`src/sv/assert_macros.svh`:
```
// ----------------------------------------------------------------------------
// assert_macros
// Assertion macros for the RTL file that carries checks, indexed_list_store.
// ----------------------------------------------------------------------------
// Each macro expects clk and arst_n in scope.
`ifndef ASSERT_MACROS_SVH
`define ASSERT_MACROS_SVH

// The consequent must hold in the same cycle as the antecedent.
`define ILS_ASSERT_SAME(label, pre, post, msg) \
	label: assert property (@(posedge clk) disable iff (!arst_n) (pre) |-> (post)) \
		else $error(msg);

// The consequent must hold in the cycle after the antecedent.
`define ILS_ASSERT_NEXT(label, pre, post, msg) \
	label: assert property (@(posedge clk) disable iff (!arst_n) (pre) |=> (post)) \
		else $error(msg);

`endif

```
`src/sv/ils_pkg.sv`:
```
// ----------------------------------------------------------------------------
// ils_pkg
// Types, codes and the microprogram of the indexed list store.
// ----------------------------------------------------------------------------
package ils_pkg;

	localparam int ILS_CAPACITY   = 64;
	localparam int ILS_DATA_WIDTH = 32;

	localparam int CMD_W = 3;
	localparam int VAL_W = 32;
	localparam int IDX_W = 16;
	localparam int ST_W  = 2;
	localparam int CNT_W = 7;

	typedef enum logic [CMD_W-1:0] {
		CMD_PUSH    = 3'd0,
		CMD_REMOVE  = 3'd1,
		CMD_READ    = 3'd2,
		CMD_MODREAD = 3'd3,
		CMD_CLEAR   = 3'd4
	} cmd_t;

	typedef enum logic [ST_W-1:0] {
		ST_OK    = 2'd0,
		ST_EMPTY = 2'd1,
		ST_RANGE = 2'd2,
		ST_FULL  = 2'd3
	} status_t;

	typedef struct packed {
		logic [CMD_W-1:0] cmd;
		logic [VAL_W-1:0] value;
		logic [IDX_W-1:0] index;
	} in_item_t;

	typedef struct packed {
		logic [ST_W-1:0]  status;
		logic [VAL_W-1:0] data;
		logic [CNT_W-1:0] count;
		logic             full_res;
		logic             empty_res;
	} out_item_t;

	// Datapath operations, one per microinstruction.
	typedef enum logic [3:0] {
		U_NOP,
		U_EMIT,
		U_LATCH,
		U_CHECK,
		U_PUSH,
		U_RM_INIT,
		U_RM_RD,
		U_RM_WR,
		U_DEC,
		U_RD_ADDR,
		U_DIV_INIT,
		U_DIV_STEP,
		U_MOD_ADDR,
		U_CAPTURE,
		U_CLEAR
	} uop_t;

	// Branch conditions. A false condition falls through to the next step.
	typedef enum logic [2:0] {
		C_NONE,
		C_ALWAYS,
		C_NO_INPUT,
		C_OUT_BUSY,
		C_SHIFT_DONE,
		C_DIV_MORE,
		C_DISPATCH
	} cond_t;

	typedef logic [3:0] step_t;

	localparam step_t S_RESULT   = 4'd0;
	localparam step_t S_IDLE     = 4'd1;
	localparam step_t S_CHECK    = 4'd2;
	localparam step_t S_PUSH     = 4'd3;
	localparam step_t S_RM_INIT  = 4'd4;
	localparam step_t S_RM_RD    = 4'd5;
	localparam step_t S_RM_WR    = 4'd6;
	localparam step_t S_RM_DEC   = 4'd7;
	localparam step_t S_RD_ADDR  = 4'd8;
	localparam step_t S_MOD_INIT = 4'd9;
	localparam step_t S_MOD_STEP = 4'd10;
	localparam step_t S_MOD_ADDR = 4'd11;
	localparam step_t S_CAPTURE  = 4'd12;
	localparam step_t S_CLEAR    = 4'd13;

	typedef struct packed {
		uop_t  uop;
		cond_t cond;
		step_t target;
	} uword_t;

	// Status and condition flags the datapath hands to the sequencer.
	typedef struct packed {
		logic             in_valid;
		logic             out_busy;
		logic             shift_done;
		logic             div_more;
		logic             check_ok;
		logic [CMD_W-1:0] cmd;
	} dp_flags_t;

	function automatic uword_t ils_rom(input step_t pc);
		uword_t w;
		case (pc)
			S_RESULT:   w = '{U_EMIT,     C_OUT_BUSY,   S_RESULT};
			S_IDLE:     w = '{U_LATCH,    C_NO_INPUT,   S_IDLE};
			S_CHECK:    w = '{U_CHECK,    C_DISPATCH,   S_RESULT};
			S_PUSH:     w = '{U_PUSH,     C_ALWAYS,     S_RESULT};
			S_RM_INIT:  w = '{U_RM_INIT,  C_NONE,       S_RESULT};
			S_RM_RD:    w = '{U_RM_RD,    C_SHIFT_DONE, S_RM_DEC};
			S_RM_WR:    w = '{U_RM_WR,    C_ALWAYS,     S_RM_RD};
			S_RM_DEC:   w = '{U_DEC,      C_ALWAYS,     S_RESULT};
			S_RD_ADDR:  w = '{U_RD_ADDR,  C_ALWAYS,     S_CAPTURE};
			S_MOD_INIT: w = '{U_DIV_INIT, C_NONE,       S_RESULT};
			S_MOD_STEP: w = '{U_DIV_STEP, C_DIV_MORE,   S_MOD_STEP};
			S_MOD_ADDR: w = '{U_MOD_ADDR, C_NONE,       S_RESULT};
			S_CAPTURE:  w = '{U_CAPTURE,  C_ALWAYS,     S_RESULT};
			S_CLEAR:    w = '{U_CLEAR,    C_ALWAYS,     S_RESULT};
			default:    w = '{U_NOP,      C_ALWAYS,     S_IDLE};
		endcase
		return w;
	endfunction

	// Entry point of each command; a failed check goes straight to the result.
	function automatic step_t ils_dispatch(input logic [CMD_W-1:0] cmd, input logic ok);
		step_t s;
		if (!ok) begin
			s = S_RESULT;
		end else begin
			case (cmd)
				CMD_PUSH:    s = S_PUSH;
				CMD_REMOVE:  s = S_RM_INIT;
				CMD_READ:    s = S_RD_ADDR;
				CMD_MODREAD: s = S_MOD_INIT;
				CMD_CLEAR:   s = S_CLEAR;
				default:     s = S_RESULT;
			endcase
		end
		return s;
	endfunction

endpackage

```
`src/sv/ils_seq.sv`:
```
// ----------------------------------------------------------------------------
// ils_seq
// Step counter and microprogram lookup with conditional branches.
// ----------------------------------------------------------------------------
module ils_seq import ils_pkg::*; (
	input  logic      clk,
	input  logic      arst_n,
	input  dp_flags_t flags,
	output uop_t      uop
);

	step_t  pc_q;
	step_t  pc_next;
	uword_t uw;

	always_comb begin
		uw  = ils_rom(pc_q);
		uop = uw.uop;
		case (uw.cond)
			C_NONE:       pc_next = pc_q + 4'd1;
			C_ALWAYS:     pc_next = uw.target;
			C_NO_INPUT:   pc_next = flags.in_valid ? pc_q + 4'd1 : uw.target;
			C_OUT_BUSY:   pc_next = flags.out_busy ? uw.target : pc_q + 4'd1;
			C_SHIFT_DONE: pc_next = flags.shift_done ? uw.target : pc_q + 4'd1;
			C_DIV_MORE:   pc_next = flags.div_more ? uw.target : pc_q + 4'd1;
			C_DISPATCH:   pc_next = ils_dispatch(flags.cmd, flags.check_ok);
			default:      pc_next = S_IDLE;
		endcase
	end

	always_ff @(posedge clk or negedge arst_n) begin
		if (!arst_n) begin
			pc_q <= S_IDLE;
		end else begin
			pc_q <= pc_next;
		end
	end

endmodule

```
`src/sv/ils_dp.sv`:
```
// ----------------------------------------------------------------------------
// ils_dp
// Datapath: entry memory, count, bound checks, remainder unit, result register.
// ----------------------------------------------------------------------------
module ils_dp import ils_pkg::*; #(
	parameter int CAPACITY   = ILS_CAPACITY,
	parameter int DATA_WIDTH = ILS_DATA_WIDTH
) (
	input  logic      clk,
	input  logic      arst_n,
	input  uop_t      uop,
	input  logic      in_valid,
	output logic      in_ready,
	input  in_item_t  in_data,
	output logic      out_valid,
	input  logic      out_ready,
	output out_item_t out_data,
	output dp_flags_t flags
);

	localparam int AW  = $clog2(CAPACITY);
	localparam int CW  = $clog2(CAPACITY + 1);
	localparam int DCW = $clog2(IDX_W);

	logic [DATA_WIDTH-1:0] mem_q [CAPACITY];
	logic [DATA_WIDTH-1:0] rdata_q;

	logic [CMD_W-1:0] cmd_q;
	logic [VAL_W-1:0] value_q;
	logic [IDX_W-1:0] index_q;
	logic [VAL_W-1:0] data_q;
	status_t          status_q;
	logic [CW-1:0]    count_q;
	logic [AW-1:0]    ptr_q;
	logic [CW-1:0]    rem_q;
	logic [DCW-1:0]   div_cnt_q;
	logic             out_valid_q;
	out_item_t        out_q;

	logic                  empty;
	logic                  full;
	logic                  out_busy;
	logic [CW:0]           ptr_next;
	logic [CW:0]           trial;
	logic [CW:0]           rem_next;
	status_t               chk_status;
	logic                  mem_we;
	logic [AW-1:0]         waddr;
	logic [DATA_WIDTH-1:0] wdata;
	logic [AW-1:0]         raddr;

	assign empty    = (count_q == '0);
	assign full     = (count_q == CW'(CAPACITY));
	assign out_busy = out_valid_q && !out_ready;
	assign in_ready = (uop == U_LATCH);

	// Remove moves entry ptr+1 down to ptr until ptr+1 reaches the count.
	assign ptr_next = (CW+1)'(ptr_q) + (CW+1)'(1);

	// Restoring remainder, one index bit per step, most significant first.
	// The remainder stays below the count, so the trial fits in one extra bit.
	assign trial    = {rem_q, index_q[IDX_W-1]};
	assign rem_next = (trial >= {1'b0, count_q}) ? trial - {1'b0, count_q} : trial;

	always_comb begin
		chk_status = ST_OK;
		case (cmd_q)
			CMD_PUSH: begin
				if (full) chk_status = ST_FULL;
			end
			CMD_REMOVE, CMD_READ: begin
				if (empty) begin
					chk_status = ST_EMPTY;
				end else if (index_q >= IDX_W'(count_q)) begin
					chk_status = ST_RANGE;
				end
			end
			CMD_MODREAD, CMD_CLEAR: begin
				if (empty) chk_status = ST_EMPTY;
			end
			default: chk_status = ST_OK;
		endcase
	end

	always_comb begin
		mem_we = 1'b0;
		waddr  = ptr_q;
		wdata  = rdata_q;
		case (uop)
			U_PUSH: begin
				mem_we = 1'b1;
				waddr  = count_q[AW-1:0];
				wdata  = DATA_WIDTH'(value_q);
			end
			U_RM_WR: begin
				mem_we = 1'b1;
			end
			default: mem_we = 1'b0;
		endcase
	end

	always_comb begin
		case (uop)
			U_RM_RD:    raddr = ptr_next[AW-1:0];
			U_RD_ADDR:  raddr = index_q[AW-1:0];
			U_MOD_ADDR: raddr = rem_q[AW-1:0];
			default:    raddr = '0;
		endcase
	end

	always_ff @(posedge clk) begin
		if (mem_we) begin
			mem_q[waddr] <= wdata;
		end
		rdata_q <= mem_q[raddr];
	end

	always_ff @(posedge clk) begin
		case (uop)
			U_LATCH: begin
				if (in_valid) begin
					cmd_q   <= in_data.cmd;
					value_q <= in_data.value;
					index_q <= in_data.index;
					data_q  <= '0;
				end
			end
			U_CHECK:    status_q <= chk_status;
			U_RM_INIT:  ptr_q <= index_q[AW-1:0];
			U_RM_WR:    ptr_q <= ptr_q + AW'(1);
			U_DIV_INIT: begin
				rem_q     <= '0;
				div_cnt_q <= '0;
			end
			U_DIV_STEP: begin
				rem_q     <= rem_next[CW-1:0];
				index_q   <= index_q << 1;
				div_cnt_q <= div_cnt_q + DCW'(1);
			end
			U_CAPTURE:  data_q <= VAL_W'(rdata_q);
			U_EMIT: begin
				if (!out_busy) begin
					out_q.status    <= status_q;
					out_q.data      <= data_q;
					out_q.count     <= CNT_W'(count_q);
					out_q.full_res  <= full;
					out_q.empty_res <= empty;
				end
			end
			default: ;
		endcase
	end

	always_ff @(posedge clk or negedge arst_n) begin
		if (!arst_n) begin
			count_q     <= '0;
			out_valid_q <= 1'b0;
		end else begin
			case (uop)
				U_PUSH:  count_q <= count_q + CW'(1);
				U_DEC:   count_q <= count_q - CW'(1);
				U_CLEAR: count_q <= '0;
				default: ;
			endcase
			if (uop == U_EMIT && !out_busy) begin
				out_valid_q <= 1'b1;
			end else if (out_valid_q && out_ready) begin
				out_valid_q <= 1'b0;
			end
		end
	end

	assign out_valid = out_valid_q;
	assign out_data  = out_q;

	always_comb begin
		flags.in_valid   = in_valid;
		flags.out_busy   = out_busy;
		flags.shift_done = (ptr_next >= (CW+1)'(count_q));
		flags.div_more   = (div_cnt_q != DCW'(IDX_W - 1));
		flags.check_ok   = (chk_status == ST_OK);
		flags.cmd        = cmd_q;
	end

endmodule

```
`src/sv/indexed_list_store.sv`:
```
// ----------------------------------------------------------------------------
// indexed_list_store
// Bounded array list with push, remove, read, modulo read and clear.
// ----------------------------------------------------------------------------
// One command is worked at a time by a microcoded sequencer over a single
// entry memory with one write and one registered read port. Each command
// gives exactly one result. A rejected or unknown command goes from the
// check straight to the result; push writes the new entry and clear empties
// the list; read addresses the memory, then captures the data; modulo read
// works out one remainder bit per cycle over the 16 index bits, then reads;
// remove moves each later entry down, and each moved entry needs one read
// and one write on the memory port. A new command is taken in the cycle
// after its predecessor's result is loaded, even while it waits for transfer.
module indexed_list_store import ils_pkg::*; #(
	parameter int CAPACITY   = ILS_CAPACITY,
	parameter int DATA_WIDTH = ILS_DATA_WIDTH
) (
	input  logic      clk,
	input  logic      arst_n,
	input  logic      in_valid,
	output logic      in_ready,
	input  in_item_t  in_data,
	output logic      out_valid,
	input  logic      out_ready,
	output out_item_t out_data
);

	`include "assert_macros.svh"

	uop_t      uop;
	dp_flags_t flags;

	ils_seq u_seq (
		.clk    (clk),
		.arst_n (arst_n),
		.flags  (flags),
		.uop    (uop)
	);

	ils_dp #(
		.CAPACITY   (CAPACITY),
		.DATA_WIDTH (DATA_WIDTH)
	) u_dp (
		.clk       (clk),
		.arst_n    (arst_n),
		.uop       (uop),
		.in_valid  (in_valid),
		.in_ready  (in_ready),
		.in_data   (in_data),
		.out_valid (out_valid),
		.out_ready (out_ready),
		.out_data  (out_data),
		.flags     (flags)
	);

	// A command is never taken in two consecutive cycles.
	`ILS_ASSERT_NEXT(a_busy_after_take, in_valid && in_ready, !in_ready, "command taken while busy")
	// Full and empty cannot both be reported.
	`ILS_ASSERT_SAME(a_flags_excl, out_valid, !(out_data.full_res && out_data.empty_res), "full and empty together")
	// Read data is only returned by a successful command.
	`ILS_ASSERT_SAME(a_data_ok, out_valid && out_data.data != '0, out_data.status == ST_OK, "data on failed command")
	// An empty status always leaves the list empty.
	`ILS_ASSERT_SAME(a_empty_stat, out_valid && out_data.status == ST_EMPTY, out_data.empty_res, "empty status on non-empty list")

endmodule
```
`config.mk`:
```
export PLATFORM = sky130hd
export DESIGN_NAME = indexed_list_store
export DESIGN_NICKNAME = d
export VERILOG_FILES = /design/src/sv/ils_pkg.sv /design/src/sv/ils_seq.sv /design/src/sv/ils_dp.sv /design/src/sv/indexed_list_store.sv
export VERILOG_INCLUDE_DIRS = /design/src /design/src/sv
export SDC_FILE = /design/constraint.sdc
export NUM_CORES = 2
export LEC_CHECK = 0
export ABC_AREA = 0
export BUFFER_PORTS_ARGS = -buffer_cell sky130_fd_sc_hd__buf_2
export CORE_MARGIN = 2
export CORE_UTILIZATION = 45
export CTS_CLUSTER_SIZE = 25
export DETAILED_ROUTE_END_ITERATION = 7
export GPL_ROUTABILITY_DRIVEN = 0
export GPL_TIMING_DRIVEN = 0
export SLEW_MARGIN = 20
export SYNTH_ARGS = -nofsm -noshare
export SYNTH_HDL_FRONTEND = slang
export SYNTH_SLANG_ARGS = --single-unit
```
`constraint.sdc`:
```
create_clock -name clk -period 5.88 [get_ports clk]
set_input_delay 0.882 -clock clk [delete_from_list [all_inputs] [get_ports clk]]
set_output_delay 0.882 -clock clk [all_outputs]
set_load 0.02 [all_outputs]
```
Yosys cells after proc, flatten, opt, wreduce, memory -nomap -nowiden
Memories as Yosys holds them, arrays and structs flattened. A register that Yosys moved wholly into a read port is not among the register bits.
Index checks and enable logic that the tools add are counted.
{ "classes": {"n_addsub": 7, "n_lt_le_gt_ge": 3, "n_eq_ne": 27, "muxes": 29, "bitwise_logic": 1, "reduce_logical": 22} }
{ "op_table": {"columns": ["cell", "n"], "rows": [
  ["$mux W32", 2],
  ["$pmux W32 S2", 1],
  ["$pmux W16 S2", 1],
  ["$eq A4 B4 Y1 const B", 7],
  ["$pmux W4 S7", 1],
  ["$pmux W7 S3", 1],
  ["$mux W4", 5],
  ["$pmux W4 S5", 1],
  ["$pmux W6 S3", 1],
  ["$eq A4 B3 Y1 const B", 4],
  ["$ge A16 B7 Y1", 1],
  ["$ge A8 B7 Y1", 2],
  ["$mux W16", 1],
  ["$pmux W7 S2", 1],
  ["$eq A3 B2 Y1 const B", 4],
  ["$eq A3 B3 Y1 const B", 4],
  ["$pmux W6 S2", 1],
  ["$reduce_bool A2 Y1", 5],
  ["$add A4 B1 Y4 const B", 2],
  ["$eq A4 B2 Y1 const B", 2],
  ["$pmux W4 S2", 1],
  ["$reduce_and A2 Y1", 4],
  ["$add A6 B1 Y7 const B", 1],
  ["$add A7 B1 Y7 const B", 1],
  ["21 further kinds", 35]
]} }
{ "totals": {"regBits": 157, "ramBits": 2048, "romBits": 176, "wordCells": 107, "mem_count": 2} }
{ "memory_table": {"columns": ["name", "depth", "width", "read_ports", "rd_clocked_by_memory_dff", "wr", "line", "rtl"], "rows": [
  ["u_dp.mem_q", 64, 32, 1, 1, 1, "ils_dp.sv:25", "logic [DATA_WIDTH-1:0] mem_q [CAPACITY];"],
  ["(no name shown)", 16, 11, 1, 0, 0, "ils_pkg.sv:110", "case (pc)"]
]} }

Longest topological paths before layout
{ "logic_depth": {"depth_word": 7, "depth_mapped": 17, "depth_no_buf": 15} }

Cells and area by module
From an unflattened synthesis, not the netlist that was laid out.
{ "hier_totals": {"hier_cells": 5381, "hier_area_um2": 88237.1} }
{ "modules_own_cells": {"columns": ["mod", "instances", "cells_each", "area_per_inst_um2", "seq_area_each_um2"], "rows": [
  ["ils_dp", 1, 5266, 87312.5, 66694.0],
  ["ils_seq", 1, 115, 924.6, 101.3]
]} }

Worst setup path after synthesis
OpenSTA, ideal clock, no wires.
{ "synth_path": {"path_kind": "register -> register", "startpoint": "register u_seq.pc_q[0]", "endpoint": "memory u_dp.mem_q[49][0] (netlist bit) (enable)", "arrival_ns": 4.071, "t_required_ns": 5.459, "slack_ns": 1.388, "stages_incl_launch_ff": 12, "synth_period_minus_slack_ns": 4.492, "cell_sequence": "dfstp_2 > inv_1 > ha_1 > a21bo_1 > and2_1 > buf_4 > buf_4 > nor3_2 > inv_1 > o21ai_0 > nand2_1 > nor2_1"} }
{ "synth_via": {"elab_chain_cells": 6, "word_cells_on_any_way": 8, "cone_classes": "eq/ne (2); mux (4); reduce/logical (1); memory (1)"} }
{ "synth_lines": {"columns": ["element", "line", "rtl"], "rows": [
  ["start: declaration", "ils_seq.sv:12", "step_t pc_q;"],
  ["start signal: assignment", "ils_seq.sv:35", "pc_q <= pc_next;"],
  ["$mem_v2 Z16 W11 *", null, null],
  ["$eq A4 B3 Y1", "ils_dp.sv:89", "case (uop)"],
  ["$reduce_or A2 Y1 (no source line)", null, null],
  ["$mux W1", "ils_dp.sv:89", null],
  ["$mux W1", "ils_dp.sv:112", "if (mem_we) begin"],
  ["$mux W1 (not written as such)", "ils_dp.sv:113", "mem_q[waddr] <= wdata;"],
  ["end: declaration", "ils_dp.sv:25", null]
]} }
Mark *: on every way between the ends. The rest lies on a longest branch, timed or not.

Worst setup path after layout
{ "layout_path": {"startpoint": "register u_seq.pc_q[0]", "endpoint": "register u_dp.rdata_q[22], read port of u_dp.mem_q"} }
{ "layout_via": {"elab_chain_cells": 3, "word_cells_on_any_way": 5, "cone_classes": "eq/ne (3); mux (1); memory (1)"} }
{ "layout_lines": {"columns": ["element", "line", "rtl"], "rows": [
  ["$mem_v2 Z16 W11 *", null, null],
  ["$eq A4 B4 Y1 or $eq A4 B3 Y1 (tied branches)", "ils_dp.sv:103", "case (uop)"],
  ["$pmux W6 S3 *", "ils_dp.sv:103", null],
  ["end: declaration", "ils_dp.sv:26", "logic [DATA_WIDTH-1:0] rdata_q;"]
]} }
Marked as above.
A chain may end at the register's enable or synchronous reset.

==> flow_summary_export.csv <==
group,metric,value,unit
routing,wl_per_cell,29.49,um
sta,tns,0,ns
die,core-area,0.1944,mm^2
setup_path,critPathCaptureType,"flip-flop",
clock_network,cts_buffer_depth,3,
synth,syn_area,0.08773,mm^2
clock_network,path_clk_slew,0.06,ns
placed_design,dp_hpwl,194.2,mm
synth,yosys.area.top_type_share,75.06,%
global_routing,antenna_found_initial,29,
power_and_ir_drop,ir_drop,0.0004505,V
routing,drt_iter0_drc,8374,
routing,vias_per_cell,5.979,
global_routing,grt_max_degree,65,
synth,seq_area_frac_synth,76.13,%
sta,fin_crit_sh,99.91,%
routing,ant_nets,0,
synth,syn_nets,6344,
final_layout,nNetsFinal,6764,
power_and_ir_drop,total_power,0.05638,W
sta,fin_crit,5.875,ns
synth,synth.area.top_cells,"edfxtp_1 75%, nand2_1 7.7%, nand3_1 3.1%",
final_layout,finish.utilization,52.31,%
die,placementRows,162,
clock_network,cts_root_buffer,"clkbuf_16",
synth,ys_ff_latch,2237,
sta,setup_viol,0,
sta,skew,0.03472,ns
setup_path,start_kind,"flip-flop",
synth,synthTopCellsByCount,"2193 x edfxtp_1, 1805 x nand2_1, 551 x nand3_1",
synth,ys.flop_type,"edfxtp_1",
synth,async_flop_share,0.5364,%
synth,synth_top_area_cell,"edfxtp_1",
global_routing,grt_pass1_wl,386.5,mm
die,die_x,445.6,um
sta,max-slew-margin-rel,19.72,%
global_routing,grt_usage,27.47,%
global_routing,grt_overflow_total,0,
sta,fmax,170.2,MHz
synth,yosys_warnings,0,
die,die_h,445.6,um
clock_network,htree_levels,4,
outcome,status,"finished, final reports clean",
synth,synth.avg_cell_area,14.03,um^2
sta,hold_viol_final,0,
clock_network,cts_tree,"built",
clock_network,clk_latency,0.87,ns
synth,syn_inst,6253,
die,design.portCount,100,
worst_hold_path,hold_class,"input port to flip-flop",
power_and_ir_drop,power.density,554.5,mW/mm^2
final_layout,layout-drive-gt1-share,12.94,%
placed_design,port_buffers,99,
global_routing,grt_pass1_vias,52450,
sta,rsz0062_at_grt,"no",
clock_network,cts_buffers,216,
synth,synth.most_common_cell,"edfxtp_1",
sta,drv_slew,0,
final_layout,post_layout_nonfiller_instances,9408,
sta,worst_pin_slew,1.204,ns
synth,synth_edf_count,2193,
die,die_area,0.1985,mm^2
power_and_ir_drop,power.leakage,33.79,nW
sta,holdWs,0.1876,ns
synth,synth_cell_types,75,
routing,via_count,56250,
routing,drt-pass1-iter-count,6,
setup_path,critPathArrivalTime,6.55,ns
clock_network,cts.sinks,2237,
final_layout,fill_cells,15800,
routing,postRouteWirelength,277.4,mm
setup_path,crit_required,6.55,ns
setup_path,path_class,"flip-flop to flip-flop",
routing,route.detailed.drc,0,
setup_path,cp_max_fo,10,
placed_design,placed_cells,8997,
final_layout,area_delta_synth_final,15.90,%
die,initial_utilization,45.13,%
job,drv_cap,0,
-- per-layer routing --
layer | vias to the layer above | global-route usage (%) | part of all wire (%) | routed length (um)
met2 | 3304 | 41.51 | 44 | 123000
met5 | - | 0 | 0.012 | 32
li1 | 24240 | - | - | -
met1 | 28220 | 38.83 | 40 | 110600
met4 | 6 | 10.49 | 4.3 | 11880
met3 | 483 | 6.272 | 12 | 31960
-- kinds of logic (layout without fill, tap and decap cells) --
family	count (synthesis)	in the layout	synth area share [%]
xor+xnor	19	19	0.1897
mux	232	232	2.653
buf+inv	400	1008	2.196
compound gates	646	646	5.375
fa+ha+maj	36	36	0.5305
simple gates	2683	2683	12.92
flops	2237	2237	76.13
other cells	0	5	0
-- final cells by class --
type                    count  area, um^2  share of cell area (%)
diodes                      5       12.51                 0.01230
plain buffers             374        1836                   1.805
clock buffers             262        5736                   5.640
clock inverters           144        1227                   1.207
inverters                  25       93.84                 0.09228
multi-input cells        3616       19830                   19.50
flip-flops and latches   2237       66800                   65.69
well taps                2542        3181                   3.128
repair buffers            203        2975                   2.926
-- final timing paths --
path                                              startpoint  slack [ns]  cells past startpoint                          end
max in group asynchronous                             arst_n        5.17                      2      u_seq.pc_q[0]$_DFF_PN1_
worst max-delay path                 u_seq.pc_q[0]$_DFF_PN1_       0.005                     16     u_dp.rdata_q[22]$_DFF_P_
worst min-delay path                             in_data[40]        0.19                      1   u_dp.value_q[24]$_DFFE_PP_
worst max register to register       u_seq.pc_q[0]$_DFF_PN1_       0.005                     16     u_dp.rdata_q[22]$_DFF_P_
worst min register to register  u_dp.data_q[8]$_SDFFCE_PN0P_        0.41                      0  u_dp.out_data[17]$_DFFE_PP_
min in group asynchronous                             arst_n        0.42                      2   u_dp.out_valid$_DFFE_PN0P_
-- registers in the layout, summed over array words and instances (netlist names) --
signal          flops
u_dp.cmd_q          3
u_dp.count_q        7
u_dp.data_q        32
u_dp.div_cnt_q      4
u_dp.index_q       16
u_dp.mem_q       2048
u_dp.out_data      43
u_dp.out_valid      1
u_dp.ptr_q          6
u_dp.rdata_q       32
u_dp.rem_q          7
u_dp.status_q       2
u_dp.value_q       32
u_seq.pc_q          4
-- placed cells by master, fill, tap and decap left out, types with 21 or more instances in the layout --
cell type / n
and2_1: 37
nor2_4: 65
edfxtp_1: 2193
o21ai_0: 28
nand2_4: 30
or4_1: 26
clkbuf_1: 148
a21oi_1: 48
nand3_1: 551
dfxtp_1: 32
buf_12: 47
buf_16: 55
nand4_1: 35
nand2_1: 1773
buf_1: 24
buf_4: 44
a32oi_1: 216
buf_2: 288
nor4_1: 22
nor2_1: 56
bufinv_16: 21
o21ai_1: 27
ha_1: 34
clkinv_2: 43
clkinv_1: 67
mux2i_1: 228
inv_1: 24
a31oi_1: 232
clkbuf_16: 222
-- power breakdown --
group	leakage [nW]	internal, W	switching [W]
sequential	20.2	0.0212	0.000330
combinational	10.2	0.00477	0.0163
clock	3.42	0.00782	0.00595
total	33.8	0.0338	0.0226
-- through the flow --
step	area (um^2)	setup slack [ns]
after detailed placement	94610	-0.2457
after global placement	91410	-0.9817
after floorplan	87730	1.388
final	101700	0.005174
after global routing	101700	0.009057
after CTS	101600	0.00007816
-- critical path, cell delays in order, from the launching register on --
cell and delay [ns]:
dfstp_2 0.57, inv_1 0.10, ha_1 0.38, a21bo_1 0.26, and2_1 0.16, buf_4 0.17
nand4_1 0.11, nand3_1 0.41, nor2_2 0.70, buf_6 0.33, buf_2 0.56, buf_2 0.41
a32oi_1 0.13, a31oi_1 0.56, nor4_2 0.20, nand2_1 0.35, o21ai_1 0.24
-- timing repair --
action	CTS	global route
hold endpoints to repair	11	0
buffers inserted	0	0
gates resized for setup	4	15
pin swaps	0	0
endpoints found under the setup margin	4	19
hold buffers	1	0
No activity file was read; power rests on OpenSTA's default activity.
